### config.mk
export PLATFORM = sky130hd
export DESIGN_NAME = teadec_out_buf
export DESIGN_NICKNAME = d
export VERILOG_FILES = /design/src/hw/rtl/teadec_pkg.sv /design/src/hw/rtl/teadec_out_buf.sv
export SDC_FILE = /design/constraint.sdc
export NUM_CORES = 1
export LEC_CHECK = 0
export BUFFER_PORTS_ARGS = -buffer_cell sky130_fd_sc_hd__buf_2
export CAP_MARGIN = 5
export CORE_MARGIN = 2
export CORE_UTILIZATION = 55
export DETAILED_ROUTE_END_ITERATION = 7
export GPL_TIMING_DRIVEN = 0
export PLACE_DENSITY = 0.84
export SYNTH_ARGS = -nofsm -noshare
export SYNTH_HDL_FRONTEND = slang
export SYNTH_SLANG_ARGS = --single-unit
### constraint.sdc
create_clock -name clk -period 3.8 [get_ports clk]
set_input_delay 0.19 -clock clk [delete_from_list [all_inputs] [get_ports clk]]
set_output_delay 0.19 -clock clk [all_outputs]
set_load 0.02 [all_outputs]
### src/hw/rtl/teadec_pkg.sv
package teadec_pkg;

  localparam int unsigned WORD_W = 32;
  localparam int unsigned NUM_KEYS = 4;
  localparam int unsigned KEY_IDX_W = 2;

  localparam logic [WORD_W-1:0] TEA_DELTA = 32'h9E37_79B9;
  localparam logic [WORD_W-1:0] SUM_STEP  = 32'h61C8_8647;

  typedef logic [WORD_W-1:0] word_t;

  // Configuration register indexes
  typedef enum logic [KEY_IDX_W-1:0] {
    REG_KEY_WORD0 = 2'd0,
    REG_KEY_WORD1 = 2'd1,
    REG_KEY_WORD2 = 2'd2,
    REG_KEY_WORD3 = 2'd3
  } reg_idx_t;

  typedef struct packed {
    word_t w0;
    word_t w1;
  } blk_t;

  typedef struct packed {
    word_t k0;
    word_t k1;
    word_t k2;
    word_t k3;
  } key_t;

  // TEA mixing term, with arithmetic right shift by five
  function automatic word_t tea_mix(word_t w, word_t sum, word_t kshl, word_t ksar);
    word_t a;
    word_t b;
    word_t c;
    a = word_t'($signed(w) >>> 5) + ksar;
    b = (w << 4) + kshl;
    c = sum + w;
    return a ^ b ^ c;
  endfunction

endpackage

### src/hw/rtl/teadec_out_buf.sv
module teadec_out_buf
  import teadec_pkg::*;
(
  input  logic clk,
  input  logic rst_n,
  input  logic push,
  input  blk_t push_blk,
  output logic full,
  output logic out_valid,
  input  logic out_ready,
  output blk_t out_blk
);

  logic head_v_r;
  logic head_v_nxt;
  logic skid_v_r;
  logic skid_v_nxt;
  blk_t head_r;
  blk_t head_nxt;
  blk_t skid_r;
  blk_t skid_nxt;
  logic pop;

  assign pop = head_v_r && out_ready;

  // skid fills if head is held or skid moves to head; caller must not push while skid is full (block does not refuse)
  always_comb begin
    head_v_nxt = head_v_r;
    head_nxt   = head_r;
    skid_v_nxt = skid_v_r;
    skid_nxt   = skid_r;
    if (!head_v_r || pop) begin
      if (skid_v_r) begin
        head_v_nxt = 1'b1;
        head_nxt   = skid_r;
        skid_v_nxt = push;
        skid_nxt   = push_blk;
      end else begin
        head_v_nxt = push;
        head_nxt   = push_blk;
      end
    end else if (push) begin
      skid_v_nxt = 1'b1;
      skid_nxt   = push_blk;
    end
  end

  always_ff @(posedge clk) begin
    if (!rst_n) begin
      head_v_r <= 1'b0;
      skid_v_r <= 1'b0;
    end else begin
      head_v_r <= head_v_nxt;
      skid_v_r <= skid_v_nxt;
    end
  end

  always_ff @(posedge clk) begin
    head_r <= head_nxt;
    skid_r <= skid_nxt;
  end

  assign full      = skid_v_r;
  assign out_valid = head_v_r;
  assign out_blk   = head_r;

endmodule

==> metrics, run 1 <==
prevailing post-synth register cell edfxtp_1; CTS tree built; post-synth cell types 14; Nets 496; leading area contributor after synthesis edfxtp_1; met3 Usage GRT 0.0820; syn avg cell area 22.9 um^2; H-tree depth 4; Yosys top cell area share 0.802; Reg2Reg Capture Point skid_r[4]; first-pass GRT wire length 15,500 um; Vias per Instance 5.01; Mapped Cells 209; Max-slew headroom 0.420; Avg WL per Cell 17.8 um; post-route cell area 6860 um^2; Fillers 453; CP endpoint kind flip-flop; post-synthesis adder-cell area fraction 0; number of cells on the worst hold path 3; Max clock buf depth 2; power density over the cells 535 nW/um^2; # port buffers 133; I/O pin cnt 134; Hold EP full; Routed WL 9750 um; unrepaired setup endpoints after global routing no; Area Overhead vs Synth 43.2%; synth cell count leaders edfxtp_1, mux2_2, mux2_4; overall global routing resource usage 0.219; Initial Utilization 0.558; leak pwr 2.71 nW; GR peak layer met2; clock skew 0.0232 ns; Root Driver clkbuf_8; CP Max Fanout 64; RR Startpoint full; total congestion overflow 0; Worst EP required 3.93 ns; vias in the first global route 2,970; clk sinks 130; clk_lat worst skew 0.52 ns; Worst VDD drop 0.355 mV; syn nets 277; worst min path class input port to flip-flop; hold path startpoint push; share of cells above drive strength 1 0.532; initial antenna violation count 0; outcome finished, final reports clean; Synth Area in Compound Gates 0.00444; total number of vias 2,745; global-route track usage on met2 0.363; Tmin final 1.92 ns; CP Launch Type flip-flop; DRT iter0 DRCs 93; largest net degree at the start of global routing 65; final period utilization 0.506; clk slew on worst S/H paths 0.05 ns; Final Setup Violations 0; Num CTS Buffers 17; f_max 520 MHz; Worst R2R Path Depth 4; count leader, synth edfxtp_1; area share of xor/xnor cells in the synthesized design 0; Rows 34; top cells by area, synth edfxtp_1, mux2_2, mux2_4; DIE HEIGHT 97.3 um; Max Cap Viol 0; CP Cell Sequence buf_6, buf_8, buf_12, mux2_4; Slew @ Worst Pin 0.870 ns; Syn. warnings 0; largest family of logic cells by synthesized area multiplexers; post-route ant nets 0; chip width 97.3 um; R2R setup slack 1.88 ns; mux cell area share after synthesis 0.165; Post-synth EDFFs 128; CP Class flip-flop to flip-flop; critical path's largest stage delay 0.73 ns; Final Max Tran Viols 0; post-synthesis instance area 4790 um^2; DP Area 5620 um^2; n_diodes 0; Post-Synth Simple-Gate Area 0.00209; slowest CP cell mux2_4; DRC violations left 0; hpwl dp 5380 um; #FFs+latches synth 130; die area 9480 um^2; Setup WS post-layout 1.88 ns; met1 usage 0.258; Setup Buffers After CTS 0; gp weighted congestion 0.747; core area 8590 um^2; WP data arrival 2.05 ns; async set or reset register ratio after synthesis 0; Place WS 1.89 ns; Pre-Repair DR Iteration Count 4; Hold Fails Final Rpt 0; Fin Setup TNS 0 ns; post-synthesis sequential area ratio 0.810
layer usage:
| layer | routed length, um | up-vias | share of wire |
|---|---|---|---|
| met4 | 143 | 0 | 0.015 |
| met3 | 636 | 15 | 0.065 |
| met5 | 0 | - | 0 |
| met1 | 3850 | 1352 | 0.39 |
| li1 | - | 1274 | - |
| met2 | 5120 | 104 | 0.53 |
layout by cell type, fill, tap and decap left out, drive strengths merged:
master and n:
inv 1, clkinvlp 2, clkbuf 19, a21boi 1
o21ai 1, clkinv 6, dlygate4sd3 66, bufinv 4
nand2 1, nor2b 1, edfxtp 128, mux2 65
dfxtp 2, o31a 1, buf 142
power breakdown:
part | leakage (nW) | internal, mW | switching (mW)
Combinational | 1.16 | 0.160 | 0.179
Clock | 0.280 | 1.05 | 0.576
Sequential | 1.27 | 1.68 | 0.0230
worst max-delay path: cells and delay by family, from the launching register on:
kind                   cells  cell delay (ns)
buffers and inverters      3             0.42
DFF                        1             0.34
muxes                      1             0.73
timing repair:
item | CTS | global route
hold buffers | 66 | 0
endpoints found under the hold margin | 119 | 0
gates resized for setup | 0 | 0
metrics by stage:
step                total power, mW  std cells  utilization  hold slack (ns)
CTS                            3.67        548        0.799          0.00547
detailed placement             2.01        451        0.654            0.381
floorplan                      1.89        209            -            0.289
global route                   3.78        548        0.799           0.0115
global placement               2.00        450        0.651            0.381
finish                         3.67        548        0.799          0.00665
logic make-up after synthesis:
family          count (synthesis)
flops                         130
mux                            65
buf+inv                         9
compound gates                  3
simple gates                    2
state kept, by name, summed over array words and instances (netlist names):
name and count:
out_blk 64, full 1, out_valid 1, skid_r 64
layout make-up:
class,count,area (um^2),area share
Inverter,1,3.75,0.000547
Buffer,8,81.3,0.0118
Timing Repair Buffer,200,1350,0.196
Clock buffer,19,422,0.0614
Tap cell,108,135,0.0197
Multi-Input combinational cell,70,827,0.120
Sequential cell,130,3880,0.566
Clock inverter,12,165,0.0241
worst max-delay path by stage:
stage / startpoint / end / slack [ns]
after floorplan: out_valid / out_blk[0] / 1.59
after global placement: out_valid / out_blk[12] / 1.04
after detailed placement: full / skid_r[9] / 1.89
after CTS: full / skid_r[19] / 1.86
after global routing: full / skid_r[19] / 1.74
final: full / skid_r[4] / 1.88
(Power assumes the default switching activity.)
==> inputs of run 2 (changes only) <==
- ABC_AREA: default -> 1
- CORE_UTILIZATION: 55 -> 46
- PLACE_DENSITY: 0.84 -> 0.75
- clock period: 3.8 -> 1.7 ns (I/O delays scaled with it)
==> run 2 against run 1 <==
The run now ends with negative setup slack left. Final cell count increased by 31%. Hold slack improved by 0.29 ns. First-iteration DRC count increased by 58%. Sequential share of layout area decreased by 0.58 points. Utilization decreased by 12 points. Clock skew decreased by 0.016 ns. Area after synthesis decreased by 0.97%. Power increased by 130%. Routed wire length increased by 6.7%. Critical path depth decreased by 1. Synthesized cell count increased by 67%. Combinational power increased by 150%. Critical path type unchanged. Critical endpoint is now skid_r[25]. Largest power group unchanged. Highest routed layer unchanged.
==> metrics, run 2 <==
outcome complete, but fails checks; failing checks negative setup slack; vias in the first global route 3,402 (+15%); top cells by area, synth edfxtp_1, nand2_1, buf_4; Setup Buffers After CTS 0 (unchanged); Max-slew headroom 0.631 (+0.211); Max Cap Viol 0 (unchanged); Pwr Total 8.55 mW (+130%); Num CTS Buffers 17 (unchanged); post-route cell area 6940 um^2 (+1.1%); post-synthesis adder-cell area fraction 0 (unchanged); hpwl dp 5670 um (+5.3%); Initial Utilization 0.466 (-0.0917); clk slew on worst S/H paths 0.06 ns (about the same); synth cell count leaders nand2_1, edfxtp_1, buf_2, buf_4, inv_1; Worst VDD drop 0.787 mV (+120%); # port buffers 133 (unchanged); post-route ant nets 0 (unchanged); Tmin final 1.72 ns (-0.205 ns); syn avg cell area 13.6 um^2 (-41%); DIE HEIGHT 106 um (+8.5%); Top Family by Delay on Critical Path simple AND/OR/NAND/NOR gates; overall global routing resource usage 0.193 (-0.0258); Rows 37 (+8.8%); Post-synth EDFFs 128 (unchanged); first-pass GRT wire length 16,400 um (+5.9%); async set or reset register ratio after synthesis 0 (unchanged); final period utilization 1.01 (+0.504); most frequent cells in the layout nand2_1, buf_2, edfxtp_1; worst min path class input port to flip-flop; n_diodes 0 (unchanged); CTS tree built; unrepaired setup endpoints after global routing yes; fin cells 719 (+31%); Final Setup Violations 64 (+64); DRT iter0 DRCs 147 (+58%); I/O pin cnt 134 (unchanged); largest family of logic cells by synthesized area simple AND/OR/NAND/NOR gates; Mapped Cells 349 (+67%); Fillers 709 (+57%); commonest non-fill, non-tap cell in the layout nand2_1; Hold WS 0.299 ns (+0.292 ns); WP data arrival 1.86 ns (-0.19 ns); placed cells 618 (+37%); clk sinks 130 (unchanged); Worst EP required 1.85 ns (-2.08 ns); R2R setup slack -0.02 ns (-1.89 ns); Nets 638 (+29%); post-synthesis sequential area ratio 0.818 (+0.00791); post-synthesis instance area 4750 um^2 (-0.97%); Max clock buf depth 2 (unchanged); Final Max Tran Viols 0 (unchanged); critical path's largest stage delay 0.45 ns (-0.28 ns); CP Class flip-flop to flip-flop; syn nets 417 (+51%); H-tree depth 4 (unchanged); share of cells above drive strength 1 0.312 (-0.220); slowest CP cell o21a_4; Syn. warnings 0 (unchanged); die area 11,100 um^2 (+18%); CP Max Fanout 67 (+4.7%); Area Overhead vs Synth 46.3%; power density over the cells 1230 nW/um^2 (+130%); DRC violations left 0 (unchanged); Buf+Inv Stages, Crit Path 0 (-3); Synth Area in Compound Gates 0.00158 (-0.00286); leak pwr 3.03 nW (+12%); count leader, synth nand2_1; total number of vias 3,318 (+21%); Yosys top cell area share 0.810 (+0.00782); initial antenna violation count 0 (unchanged); area share of xor/xnor cells in the synthesized design 0 (unchanged); core area 10,200 um^2 (+19%); Avg WL per Cell 14.5 um (-19%); Root Driver clkbuf_8; prevailing post-synth register cell edfxtp_1; CP endpoint kind flip-flop; total congestion overflow 0 (unchanged); Hold Fails Final Rpt 0 (unchanged); Post-Synth Simple-Gate Area 0.158 (+0.156); Slew @ Worst Pin 0.554 ns (-0.317 ns); #FFs+latches synth 130 (unchanged); final core utilization 0.682 (-0.117); post-synth cell types 10 (-4); gp weighted congestion 0.731 (-2.1%); leading area contributor after synthesis edfxtp_1; Vias per Instance 4.61 (-7.9%); largest net degree at the start of global routing 68 (+4.6%); CP Launch Type flip-flop; CP Cell Sequence nand2_8, nand2_4, o21a_4; clk_lat worst skew 0.51 ns (about the same); mux cell area share after synthesis 0 (-0.165); Setup WS post-layout -0.0179 ns (-1.89 ns); f_max 582 MHz (+12%); Pre-Repair DR Iteration Count 5 (+1); DP Area 5620 um^2 (unchanged); Place WS -0.345 ns (-2.24 ns); Fin Setup TNS -0.760 ns (-0.760 ns); Routed WL 10,400 um (+6.7%); clock skew 0.00763 ns (-0.0155 ns); chip width 106 um (+8.5%)
-- run 2: changes by cell type in the layout (fill, tap and decap cells not counted), moves of 3 or more --
cell,previous run,this run
buf_4,0,7
mux2_4,17,0
mux2_2,48,0
inv_1,0,3
buf_2,137,140
nand2_1,1,196
-- run 2: layout make-up --
class                           instances  area, um^2  area share
Clock inverter                         14         211      0.0305
Multi-Input combinational cell        202         806       0.116
Tap cell                              136         170      0.0245
Buffer                                 14        87.6      0.0126
Timing Repair Buffer                  201        1350       0.194
Clock buffer                           18         418      0.0602
Sequential cell                       130        3890       0.560
Inverter                                4        15.0     0.00216
-- run 2: worst reg2reg max path: stages, from the launching register on --
cell and delay [ns]:
dfxtp_4 0.38, nand2_8 0.31, nand2_4 0.21, o21a_4 0.45
-- run 2: path summary, 6_finish.rpt --
check | end | cells past startpoint | from
min reg2reg | out_blk[57] | 2 | skid_r[57]
max reg2reg | skid_r[25] | 3 | out_valid
min | skid_r[54] | 2 | push_blk[54]
max | skid_r[25] | 3 | out_valid
-- run 2: power by group --
group	total, mW	switching [mW]	leakage [nW]	internal [mW]
combinational	0.832	0.511	1.46	0.321
clock	3.84	1.31	0.296	2.52
sequential	3.89	0.0638	1.28	3.82
-- run 2: repair_timing --
item,CTS,global route
gates cloned,1,0
endpoints found under the hold margin,130,0
gates resized for setup,1,0
setup endpoints to repair,64,64
hold buffers,68,0
-- run 2: logic make-up (layout without fill, tap and decap cells) --
family          count (synthesis)  after routing
flops                         130            130
simple gates                  200            200
buf+inv                        18            251
compound gates                  1              2
-- run 2: routing by layer --
| layer | track usage | wire length, um | up-vias | share of wire |
|---|---|---|---|---|
| li1 | - | - | 1620 | - |
| met1 | 0.241 | 4410 | 1550 | 0.42 |
| met2 | 0.319 | 5170 | 132 | 0.50 |
| met3 | 0.0482 | 646 | 16 | 0.062 |
| met4 | 0.0855 | 172 | 0 | 0.017 |
| met5 | 0 | 0 | - | 0 |
