### src/hw/rtl/teadec_pkg.sv
package teadec_pkg;

  localparam int unsigned WORD_W = 32;
  localparam int unsigned NUM_KEYS = 4;
  localparam int unsigned KEY_IDX_W = 2;

  localparam logic [WORD_W-1:0] TEA_DELTA = 32'h9E37_79B9;
  localparam logic [WORD_W-1:0] SUM_STEP  = 32'h61C8_8647;

  typedef logic [WORD_W-1:0] word_t;

  // Configuration register indexes
  typedef enum logic [KEY_IDX_W-1:0] {
    REG_KEY_WORD0 = 2'd0,
    REG_KEY_WORD1 = 2'd1,
    REG_KEY_WORD2 = 2'd2,
    REG_KEY_WORD3 = 2'd3
  } reg_idx_t;

  typedef struct packed {
    word_t w0;
    word_t w1;
  } blk_t;

  typedef struct packed {
    word_t k0;
    word_t k1;
    word_t k2;
    word_t k3;
  } key_t;

  // TEA mixing term, with arithmetic right shift by five
  function automatic word_t tea_mix(word_t w, word_t sum, word_t kshl, word_t ksar);
    word_t a;
    word_t b;
    word_t c;
    a = word_t'($signed(w) >>> 5) + ksar;
    b = (w << 4) + kshl;
    c = sum + w;
    return a ^ b ^ c;
  endfunction

endpackage

### src/hw/rtl/teadec_half_rnd.sv
module teadec_half_rnd
  import teadec_pkg::*;
#(
  parameter logic [31:0] SUM_VAL = 32'h0,
  parameter bit          UPD_W1  = 1'b1
) (
  input  logic clk,
  input  logic rst_n,
  input  logic en,
  input  key_t key,
  input  logic valid_in,
  input  blk_t blk_in,
  output logic valid_out,
  output blk_t blk_out
);

  logic valid_r;
  blk_t blk_r;
  blk_t blk_nxt;

  // updates the second word when UPD_W1 is set, else the first word; the other word passes through
  always_comb begin
    blk_nxt = blk_in;
    if (UPD_W1) begin
      blk_nxt.w1 = blk_in.w1 - tea_mix(blk_in.w0, SUM_VAL, key.k2, key.k3);
    end else begin
      blk_nxt.w0 = blk_in.w0 - tea_mix(blk_in.w1, SUM_VAL, key.k0, key.k1);
    end
  end

  always_ff @(posedge clk) begin
    if (!rst_n) begin
      valid_r <= 1'b0;
    end else if (en) begin
      valid_r <= valid_in;
    end
  end

  always_ff @(posedge clk) begin
    if (en) begin
      blk_r <= blk_nxt;
    end
  end

  assign valid_out = valid_r;
  assign blk_out   = blk_r;

endmodule

### config.mk
export PLATFORM = sky130hd
export DESIGN_NAME = teadec_half_rnd
export DESIGN_NICKNAME = d
export VERILOG_FILES = /design/src/hw/rtl/teadec_pkg.sv /design/src/hw/rtl/teadec_half_rnd.sv
export SDC_FILE = /design/constraint.sdc
export NUM_CORES = 1
export LEC_CHECK = 0
export BUFFER_PORTS_ARGS = -buffer_cell sky130_fd_sc_hd__buf_2
export CORE_AREA = 8 8 156 128
export CTS_CLUSTER_SIZE = 12
export DETAILED_ROUTE_END_ITERATION = 8
export DIE_AREA = 0 0 164 136
export PLACE_DENSITY = 0.73
export SLEW_MARGIN = 0
export SYNTH_ARGS = -nofsm -noshare
export SYNTH_HDL_FRONTEND = slang
export SYNTH_SLANG_ARGS = --single-unit
### constraint.sdc
create_clock -name clk -period 5 [get_ports clk]
set_input_delay 0.25 -clock clk [delete_from_list [all_inputs] [get_ports clk]]
set_output_delay 0.25 -clock clk [all_outputs]
set_load 0.05 [all_outputs]
==> metrics.md, run 1 <==
| Metric | Value |
|---|---|
| Run status | completed |
| Placed cell count | 1175 |
| Transition time of the tightest slew-check pin | 0.886 ns |
| Required time of the critical path | 5.08 ns |
| Number of flip-flops and latches in the synthesized netlist | 65 |
| Number of CTS-inserted buffers | 9 |
| Final routed wire length divided by cell count | 17.5 um |
| Area growth from synthesis to final layout | 26.7% |
| Cell type with the largest total area after synthesis | sky130_fd_sc_hd__edfxtp_1 |
| Die Y-Extent | 136 um |
| TritonCTS clock tree | done |
| Launching point of the worst reg2reg path | valid_out |
| Launching instance or port of the critical path | key[1] |
| Clock transition at the register clock pins on the worst setup and hold paths after CTS | 0.05 ns |
| Skew-Pair Late Insertion Delay | 0.34 ns |
| Endpoint class of the critical path | flop |
| Max_slew headroom | 41.0% |
| Crit Path Category | input pin to flop |
| Layout filler cell count | 1668 |
| Gate count of the mapped netlist | 722 |
| Gpl congestion | 0.947 |
| Post-Route WL | 21.0 mm |
| Setup violators final | 0 |
| Detailed Route Iter0 Violations | 479 |
| Floorplan row count | 44 |
| Number of synthesized flops with an enable pin | 64 |
| Number of hold-slack violations in the final timing report | 0 |
| Ratio of final minimum period to clock period | 93.4% |
| Top cells by count, synth | sky130_fd_sc_hd__xnor2_1, sky130_fd_sc_hd__ha_1, sky130_fd_sc_hd__a21oi_1 |
| Achievable Freq | 214 MHz |
| Setup repair after global routing missed its margin | false |
| Netlist area before placement | 0.00683 mm2 |
| Fraction of the yosys area taken by sequential cells | 28.4% |
| Number of I/O port buffers | 196 |
| Overall power consumption | 4.04 mW |
| Highest ir drop seen on vdd | 0.176 mV |
| NumNets Final | 1244 |
| Synth async-reset ratio | 0% |
| TritonCTS sink count | 65 |
| Hold path startpoint | rst_n |
| Effective utilization at floorplan | 38.6% |
| Flip-flop cell with the highest count after synthesis | sky130_fd_sc_hd__edfxtp_1 |
| Antenna violations before repair | 9 |
| CP arrival | 4.75 ns |
| Count of H-tree levels built during CTS | 3 |
| Final design instance area without fill | 0.00865 mm2 |
| Total area of sequential cells | 0.00194 mm2 |
| GRT Total Usage | 18.3% |
| Net Count, Synth | 1010 |
| Post-Syn Area per Cell | 9.46 um2 |
| Worst hold slack across all endpoints | 0.127 ns |
| Worst reg-to-reg setup slack | 4.41 ns |
| Vias in the first global route | 6126 |
| Final Instance Count excl. Fillers | 1200 |
| Maximum fanout count along the critical path | 2 |
| Total of warnings raised by yosys | 0 |
| Initial DRT Pass Iterations | 5 |
| DP HPWL | 17.5 mm |
| Placement-stage cell area | 0.00832 mm2 |
| DRC violation count after routing | 0 |
| Type of origin of the critical path | input pin |
| Area of the multi-input gates | 0.00477 mm2 |
| Number of max-slew violations in the final report | 0 |
| Clock root buffer | sky130_fd_sc_hd__clkbuf_16 |
| Antenna viol nets, final | 0 |
| Overflow after GRT | 0 |
| Most frequent cell after synthesis | sky130_fd_sc_hd__xnor2_1 |
| Total of max-cap violations | 0 |
| Worst clock skew | 0 ns |
| Die X-Extent | 164 um |
| Total via count after detailed routing | 6385 |
| Maximum number of pins on one net before global-route repair | 66 |
| Share of final-layout standard cells stronger than drive strength 1 | 27.4% |
| Vias per cell | 5.32 |
| Post-synthesis cell type count | 64 |
| Boundary pin count | 261 |
| Worst hold path type | input pin to flop |
| First-pass GRT wire length | 31.8 mm |
| Final worst path period need | 4.67 ns |
| Largest buffer count on any clock path | 2 |
| Overall die area | 0.0223 mm2 |
| Placeable core region | 0.0177 mm2 |
| Total power density per cell area | 467 mW/mm2 |
| Fraction of post-synthesis cell area in the top cell type by area | 28.2% |
| Top cells by area, synth | sky130_fd_sc_hd__edfxtp_1, sky130_fd_sc_hd__ha_1, sky130_fd_sc_hd__xnor2_1 |
| Leakage power figure | 3.89 nW |
placed cells by master (no fill, tap or decap), drive strengths merged, types with 27 or more instances in the layout:
cell | netlist | layout
a21o | 37 | 37
xnor2 | 114 | 114
edfxtp | 64 | 64
buf | 2 | 230
nand2 | 37 | 37
inv | 27 | 27
nor2 | 41 | 41
o21ai | 45 | 45
a21oi | 73 | 73
ha | 89 | 89
xor2 | 28 | 28
cell type report:
cell class | count | share of cell area [%]
Antenna cell | 9 | 0.260
Clock buffer | 11 | 2.69
Clock inverter | 5 | 0.651
Inverter | 27 | 1.17
Multi-Input combinational cell | 623 | 55.2
Sequential cell | 65 | 22.5
Tap cell | 230 | 3.33
Timing Repair Buffer | 230 | 14.3
critical path, cell delays in order:
cell and delay [ns]:
sky130_fd_sc_hd__buf_2 0.11, sky130_fd_sc_hd__ha_1 0.31, sky130_fd_sc_hd__a211oi_2 0.26, sky130_fd_sc_hd__o21ai_0 0.16, sky130_fd_sc_hd__a21oi_1 0.19, sky130_fd_sc_hd__o21ai_0 0.15
sky130_fd_sc_hd__and2_1 0.19, sky130_fd_sc_hd__o21ai_0 0.16, sky130_fd_sc_hd__nand2b_1 0.12, sky130_fd_sc_hd__a21o_2 0.22, sky130_fd_sc_hd__a21oi_1 0.17, sky130_fd_sc_hd__xnor2_1 0.16
sky130_fd_sc_hd__ha_1 0.32, sky130_fd_sc_hd__o21ai_0 0.14, sky130_fd_sc_hd__a2111oi_4 0.40, sky130_fd_sc_hd__o211ai_1 0.19, sky130_fd_sc_hd__and2_1 0.21, sky130_fd_sc_hd__a311oi_2 0.30
sky130_fd_sc_hd__nor2_1 0.09, sky130_fd_sc_hd__o21ai_1 0.13, sky130_fd_sc_hd__a21oi_1 0.13, sky130_fd_sc_hd__xnor3_1 0.38
routing by layer:
| metal | vias up | routed length (um) | track usage [%] | share of wire, % |
|---|---|---|---|---|
| met5 | - | 0 | 0 | 0 |
| met1 | 2966 | 9470 | 23.9 | 45 |
| met2 | 210 | 9470 | 28.6 | 45 |
| met3 | 41 | 1390 | 4.12 | 6.6 |
| met4 | 0 | 673 | 7.91 | 3.2 |
| li1 | 3168 | - | - | - |
power breakdown:
part           total, mW  switching, mW  internal, mW  leakage [nW]
logic               2.54           1.59         0.955          3.12
registers          0.870         0.0339         0.836         0.635
clock network      0.628          0.243         0.385         0.140
through the flow:
| stage | setup TNS (ns) | utilization (%) | worst slack, ns |
|---|---|---|---|
| 6_report | 0 | 48.9 | 0.331 |
| 5_1_grt | 0 | 48.9 | 0.0326 |
| 4_1_cts | 0 | 48.7 | 0.338 |
| 3_5_place_dp | -0.0155 | 47.1 | -0.0155 |
| 3_3_place_gp | 0 | 47.1 | 0.0261 |
| 2_1_floorplan | 0 | - | 0.585 |
worst paths after layout:
| check | to | cells past startpoint |
|---|---|---|
| setup reg to reg | valid_out | 2 |
| setup / recovery | blk_out[31] | 22 |
| hold reg to reg | valid_out | 2 |
| hold / removal | valid_out | 2 |
state kept, by name, indices dropped and copies added, names as in the netlist:
register   count
valid_out      1
blk_out       64
timing repair:
item | CTS | global route
buffers inserted | 0 | 0
setup endpoints to repair | 0 | 1
hold buffers | 0 | 0
resized for setup | 0 | 3
kinds of logic (layout without fill, tap and decap cells):
| logic type | after synthesis | in the layout | synth area share, % |
|---|---|---|---|
| adders and majority gates | 92 | 92 | 17.2 |
| buffers and inverters | 34 | 273 | 1.94 |
| DFF | 65 | 65 | 28.4 |
| other | 0 | 9 | 0 |
| xor gates and xnor gates | 143 | 143 | 18.5 |
| and+or+nand+nor | 155 | 155 | 11.3 |
| muxes | 1 | 1 | 0.147 |
| AOI/OAI and AO/OA | 232 | 232 | 22.4 |
No activity file was read; power rests on OpenSTA's default activity.
==> run 2: changes to the inputs <==
--- a/config.mk
+++ b/config.mk
@@ -7,6 +7,7 @@
 export LEC_CHECK = 0
 export BUFFER_PORTS_ARGS = -buffer_cell sky130_fd_sc_hd__buf_2
 export CORE_AREA = 8 8 156 128
+export CTS_BUF_LIST = sky130_fd_sc_hd__clkbuf_4
 export CTS_CLUSTER_SIZE = 12
 export DETAILED_ROUTE_END_ITERATION = 8
 export DIE_AREA = 0 0 164 136
==> metrics.md, run 2 (synthesis gave the netlist of run 1 again) <==
| Metric | Value |
|---|---|
| Maximum fanout count along the critical path | 6 (+4) |
| Fraction of power consumed by the clock network | 9.8% (-5.8 points) |
| Placeable core region | 0.0177 mm2 (unchanged) |
| Run status | completed |
| Worst clock skew | 0 ns (unchanged) |
| Switching pwr | 1.85 mW (-0.62%) |
| Share of final-layout standard cells stronger than drive strength 1 | 28.7% (+1.3 points) |
| Detailed Route Iter0 Violations | 409 (-15%) |
| Ratio of final minimum period to clock period | 95.6% (+2.2 points) |
| Overall die area | 0.0223 mm2 (unchanged) |
| Vias per cell | 5.31 (-0.21%) |
| Achievable Freq | 209 MHz (-2.3%) |
| Number of hold-slack violations in the final timing report | 0 (unchanged) |
| Endpoint class of the critical path | flop |
| Die Y-Extent | 136 um (unchanged) |
| Number of CTS-inserted buffers | 9 (unchanged) |
| Largest buffer count on any clock path | 2 (unchanged) |
| Most used cells in the layout excluding fill and tap cells | sky130_fd_sc_hd__buf_2, sky130_fd_sc_hd__xnor2_1, sky130_fd_sc_hd__ha_1 |
| Gpl congestion | 0.947 (unchanged) |
| Clock transition at the register clock pins on the worst setup and hold paths after CTS | 0.13 ns (+0.08 ns) |
| Maximum number of pins on one net before global-route repair | 66 (unchanged) |
| Fraction of power consumed by combinational cells | 67.4% (+4.5 points) |
| Setup repair after global routing missed its margin | false |
| Overall power consumption | 3.82 mW (-5.5%) |
| Worst hold path type | input pin to flop |
| Post-Route WL | 21.1 mm (+0.57%) |
| Launching point of the worst reg2reg path | valid_out |
| TritonCTS sink count | 65 (unchanged) |
| Number of max-slew violations in the final report | 0 (unchanged) |
| Effective utilization at floorplan | 38.6% (unchanged) |
| Crit Path Category | input pin to flop |
| Number of I/O port buffers | 196 (unchanged) |
| Launching instance or port of the critical path | blk_in[34] |
| Die X-Extent | 164 um (unchanged) |
| Final routed wire length divided by cell count | 17.4 um (-0.34%) |
| Floorplan row count | 44 (unchanged) |
| Slowest stage cell, crit path | sky130_fd_sc_hd__dlygate4sd3_1 |
| Setup violators final | 0 (unchanged) |
| Antenna viol nets, final | 0 (unchanged) |
| TritonCTS clock tree | done |
| Setup slack at placement | -0.0155 ns (unchanged) |
| Max FFs per register | 64 (unchanged) |
| Antenna violations before repair | 9 (unchanged) |
| Boundary pin count | 261 (unchanged) |
| Net switching share of the total power | 48.5% (+2.4 points) |
| Required time of the critical path | 5.23 ns (+0.15 ns) |
| Transition time of the tightest slew-check pin | 0.893 ns (+0.00733 ns) |
| GRT Total Usage | 18.3% (+0.023 points) |
| Commonest non-fill, non-tap cell in the layout | sky130_fd_sc_hd__buf_2 |
| Sequential cell fraction of total power | 22.7% (+1.2 points) |
| Total via count after detailed routing | 6430 (+0.70%) |
| Overflow after GRT | 0 (unchanged) |
| Final worst path period need | 4.78 ns (+0.110 ns) |
| Clock root buffer | sky130_fd_sc_hd__clkbuf_4 |
| Setup slack of the critical path after layout | 0.221 ns (-0.110 ns) |
| Library cell appearing most often on the critical path | sky130_fd_sc_hd__buf_4 |
| Critical Path, Cell by Cell | dlygate4sd3_1, buf_2, ha_4, nor2b_1, o21ai_1, a21oi_2, o41ai_2, buf_4, o211ai_1, buf_4, xnor2_1, xnor2_1, ha_1, buf_4, and4_1, nand3_1, nor2_1, o21ai_0, a31oi_1, a41oi_1, a21oi_1, a21oi_2, o21ai_0, xor2_1 |
| Skew-Pair Late Insertion Delay | 0.44 ns (+0.10 ns) |
| Total power density per cell area | 441 mW/mm2 (-5.6%) |
| Initial DRT Pass Iterations | 5 (unchanged) |
| CP peak stage delay | 0.55 ns (+0.15 ns) |
| Highest ir drop seen on vdd | 0.161 mV (-8.3%) |
| Int Power | 1.96 mW (-9.7%) |
| Count of H-tree levels built during CTS | 3 (unchanged) |
| Leakage power figure | 3.89 nW (-0.13%) |
| Area growth from synthesis to final layout | 26.9% |
| Max_slew headroom | 40.5% (-0.49 points) |
| Hold path startpoint | blk_in[33] |
| First-pass GRT wire length | 31.9 mm (+0.26%) |
| CP arrival | 5.01 ns (+0.26 ns) |
| NumNets Final | 1255 (+0.88%) |
| Worst hold slack across all endpoints | 0.0535 ns (-0.0735 ns) |
| Total of max-cap violations | 0 (unchanged) |
| DP HPWL | 17.5 mm (unchanged) |
| Type of origin of the critical path | input pin |
| Vias in the first global route | 6139 (+0.21%) |
| DRC violation count after routing | 0 (unchanged) |
==> run 2: cell types whose count changed in the layout (fill, tap and decap cells not counted), moves of 2 or more <==
cell                            change
sky130_fd_sc_hd__buf_4              +3
sky130_fd_sc_hd__dlygate4sd3_1      +8
sky130_fd_sc_hd__a21oi_2            +8
sky130_fd_sc_hd__clkbuf_16          -9
sky130_fd_sc_hd__o21ai_1            +2
sky130_fd_sc_hd__clkbuf_4          +11
sky130_fd_sc_hd__o21ai_0            -2
sky130_fd_sc_hd__a21oi_1            -8
sky130_fd_sc_hd__clkbuf_1           -2
==> run 2: power groups by stage <==
| stage | clock network, mW | registers, mW | logic, mW |
|---|---|---|---|
| after floorplan | 0 | 1.43 | 1.36 |
| after global placement | 0 | 0.875 | 2.47 |
| after detailed placement | 0 | 0.884 | 2.52 |
| after CTS | 0.394 | 0.872 | 2.53 |
| after global routing | 0.409 | 0.886 | 2.79 |
| final | 0.375 | 0.868 | 2.57 |
==> run 2: repair_timing <==
item                                   in CTS  in global routing
resized for setup                           0                 17
setup endpoints to repair                   0                  3
hold buffers                                8                  0
setup buffers                               0                  3
endpoints found under the hold margin       8                  0
==> run 2: through the flow <==
stage | utilization, % | cell area (um2) | setup TNS [ns] | std cells
after floorplan | - | 6830 | 0 | 722
after global placement | 47.1 | 8320 | 0 | 1175
after detailed placement | 47.1 | 8320 | -0.0155 | 1175
after CTS | 48.3 | 8540 | 0 | 1199
after global routing | 49.0 | 8660 | 0 | 1211
final | 49.0 | 8660 | 0 | 1211
==> run 2: area by class of cell <==
type,count,area (um2)
Sequential cell,65,1940
Tap cell,230,288
Timing Repair Buffer,241,1340
Fill cell,1670,9010
Antenna cell,9,22.5
Clock buffer,11,82.6
Clock inverter,5,56.3
Inverter,27,101
Multi-Input combinational cell,623,4830
==> run 2: worst paths after layout <==
check	to	slack [ns]	depth (start not counted)
max reg2reg	valid_out	4.41	2
max	blk_out[30]	0.22	24
min	blk_out[33]	0.05	1
min reg2reg	valid_out	0.53	2
==> run 2: routing by layer <==
layer  part of all wire (%)  GRT usage, %
met1                     44          24.0
met2                     46          29.0
met3                    7.1          4.15
met4                    2.6          7.01
met5                      0             0
==> run 2: worst max-delay path, delay by kind of cell <==
kind	cells	cell delay (ns)
and+or+nand+nor	4	0.63
buffers and inverters	5	1.19
adders and majority gates	2	0.53
AOI/OAI and AO/OA	10	1.92
xor gates and xnor gates	3	0.47
==> run 3: changes to the inputs <==
--- a/config.mk
+++ b/config.mk
@@ -12,6 +12,7 @@
 export DETAILED_ROUTE_END_ITERATION = 8
 export DIE_AREA = 0 0 164 136
 export PLACE_DENSITY = 0.73
+export REMOVE_ABC_BUFFERS = 1
 export SLEW_MARGIN = 0
 export SYNTH_ARGS = -nofsm -noshare
 export SYNTH_HDL_FRONTEND = slang
==> constraint.sdc (replaced) <==
create_clock -name clk -period 5 [get_ports clk]
set_input_delay 0.75 -clock clk [delete_from_list [all_inputs] [get_ports clk]]
set_output_delay 0.75 -clock clk [all_outputs]
set_load 0.05 [all_outputs]
==> metrics.md, run 3 (synthesis gave the netlist of run 1 again) <==
| Metric | Value |
|---|---|
| Total of max-cap violations | 0 (unchanged) |
| Antenna viol nets, final | 0 (unchanged) |
| Highest ir drop seen on vdd | 0.157 mV (-2.2%) |
| Share of final-layout standard cells stronger than drive strength 1 | 36.0% (+7.3 points) |
| Worst R2R End | valid_out |
| Die Y-Extent | 136 um (unchanged) |
| Ratio of final minimum period to clock period | 97.0% (+1.5 points) |
| NumNets Final | 1355 (+8.0%) |
| Total via count after detailed routing | 6903 (+7.4%) |
| Worst clock skew | 0 ns (unchanged) |
| Count of hold buffers inserted by post-cts repair | 0 (-8) |
| Max_slew headroom | 50.2% (+9.7 points) |
| Boundary pin count | 261 (unchanged) |
| Worst hold path type | input pin to flop |
| Detailed Route Iter0 Violations | 541 (+32%) |
| Number of hold-slack violations in the final timing report | 0 (unchanged) |
| Critical Path, Cell by Cell | buf_2, ha_2, buf_4, a211oi_2, o21ai_1, a21oi_1, o21ai_0, and2_1, o21ai_0, nand2b_1, a21o_2, a21oi_1, xnor2_1, ha_1, o21ai_0, a2111oi_4, o211ai_1, and2_4, a311oi_2, nor2_1, o21ai_1, a21oi_2, xnor3_1 |
| Run status | completed |
| Number of CTS-inserted buffers | 9 (unchanged) |
| Overall die area | 0.0223 mm2 (unchanged) |
| GRT Total Usage | 20.0% (+1.7 points) |
| First-pass GRT wire length | 34.9 mm (+9.6%) |
| DRC violation count after routing | 0 (unchanged) |
| Placeable core region | 0.0177 mm2 (unchanged) |
| Most used cells in the layout excluding fill and tap cells | sky130_fd_sc_hd__buf_2, sky130_fd_sc_hd__buf_4, sky130_fd_sc_hd__xnor2_1 |
| Clock transition at the register clock pins on the worst setup and hold paths after CTS | 0.13 ns (about the same) |
| Setup slack of the critical path after layout | 0.148 ns (-0.0727 ns) |
| Register-to-Register Path Depth | 2 (unchanged) |
| Layout filler cell count | 1614 (-3.4%) |
| Commonest non-fill, non-tap cell in the layout | sky130_fd_sc_hd__buf_2 |
| Transition time of the tightest slew-check pin | 0.747 ns (-0.146 ns) |
| End of the worst hold path | valid_out |
| CP peak stage delay | 0.42 ns (-0.13 ns) |
| Area growth from synthesis to final layout | 37.8% |
| Number of max-slew violations in the final report | 0 (unchanged) |
| Leakage power figure | 4.39 nW (+13%) |
| Post-Route WL | 22.8 mm (+7.9%) |
| Type of origin of the critical path | input pin |
| Number of I/O port buffers | 196 (unchanged) |
| Gpl congestion | 0.944 (-0.31%) |
| Launching point of the worst reg2reg path | valid_out |
| Die X-Extent | 164 um (unchanged) |
| Initial DRT Pass Iterations | 5 (unchanged) |
| Count of H-tree levels built during CTS | 3 (unchanged) |
| Library cell appearing most often on the critical path | sky130_fd_sc_hd__o21ai_0 |
| TritonCTS clock tree | done |
| TritonCTS sink count | 65 (unchanged) |
| Overall power consumption | 4.12 mW (+7.9%) |
| Max FFs per register | 64 (unchanged) |
| Effective utilization at floorplan | 38.6% (unchanged) |
| Largest buffer count on any clock path | 2 (unchanged) |
| Worst reg-to-reg setup slack | 4.40 ns (about the same) |
| Required time of the critical path | 5.24 ns (about the same) |
| Vias per cell | 5.27 (-0.76%) |
| Skew-Pair Late Insertion Delay | 0.46 ns (+0.02 ns) |
| Overflow after GRT | 0 (unchanged) |
| Clock root buffer | sky130_fd_sc_hd__clkbuf_4 |
| Crit Path Category | input pin to flop |
| CP arrival | 5.09 ns (+0.08 ns) |
| Launching instance or port of the critical path | blk_in[37] |
| Slowest stage cell, crit path | sky130_fd_sc_hd__a2111oi_4 |
| Final worst path period need | 4.85 ns (+0.0727 ns) |
| Hold path startpoint | rst_n |
| Vias in the first global route | 6833 (+11%) |
| Endpoint class of the critical path | flop |
| Floorplan row count | 44 (unchanged) |
| Maximum number of pins on one net before global-route repair | 38 (-42%) |
| Setup violators final | 0 (unchanged) |
| Total area of sequential cells | 0.00194 mm2 (unchanged) |
| Area of the multi-input gates | 0.00483 mm2 (about the same) |
| Maximum fanout count along the critical path | 2 (-4) |
| Antenna violations before repair | 8 (-1) |
| Worst hold path depth | 2 (+1) |
| Total power density per cell area | 438 mW/mm2 (-0.67%) |
| Setup slack at placement | -0.533 ns (-0.517 ns) |
| DP HPWL | 19.1 mm (+8.9%) |
| Final routed wire length divided by cell count | 17.4 um (-0.21%) |
| Achievable Freq | 206 MHz (-1.5%) |
==> run 3: cell types whose count changed in the layout (fill, tap and decap cells not counted), sizes merged <==
cell / before / now
bufinv: 1 / 2
dlygate4sd3: 8 / 0
diode: 9 / 8
inv: 27 / 28
buf: 233 / 341
clkbuf: 11 / 9
==> run 3: area by class of cell <==
cell class,instances,share of cell area (%)
Inverter,27,1.08
Sequential cell,65,20.6
Clock buffer,9,0.718
Tap cell,230,3.06
Clock inverter,7,0.997
Antenna cell,8,0.213
Multi-Input combinational cell,623,51.3
Timing Repair Buffer,341,22.0
==> run 3: worst max-delay path: cells and delay by family <==
kind	cells	cell delay [ns]
compound gates	13	2.69
simple gates	4	0.57
fa+ha+maj	2	0.48
xor+xnor	2	0.33
buf+inv	2	0.25
==> run 3: worst max path at each step <==
stage,end,slack (ns),depth (start not counted)
final,blk_out[31],0.15,23
after global routing,blk_out[31],-0.05,22
after CTS,blk_out[31],0.03,22
after detailed placement,blk_out[31],-0.53,24
after global placement,blk_out[31],-0.44,24
after floorplan,blk_out[31],0.08,23
==> run 3: stage by stage <==
stage	hold WS [ns]	TNS (ns)	utilization [%]	area, um2	cells
after floorplan	0.743	0	-	6800	715
after global placement	0.496	-1.01	51.7	9130	1283
after detailed placement	0.516	-1.75	51.7	9130	1283
after CTS	0.471	0	52.6	9300	1299
after global routing	0.483	-0.0589	53.2	9410	1310
final	0.495	0	53.2	9410	1310
==> run 3: metal layers <==
layer,vias up,routed length [um],global-route usage [%],share of wire [%]
li1,3387,-,-,-
met1,3186,10100,26.2,44
met2,277,10300,31.5,45
met3,53,1630,4.09,7.1
met4,0,747,8.47,3.3
met5,-,0,0,0
==> run 3: power by group <==
| group | internal [mW] | switching (mW) |
|---|---|---|
| registers | 0.833 | 0.0325 |
| clock network | 0.202 | 0.244 |
| logic | 1.14 | 1.66 |
==> run 3: timing repair <==
item | CTS | global route
setup endpoints to repair | 1 | 4
buffers inserted | 0 | 3
gates resized for setup | 2 | 17
pin swaps | 0 | 24
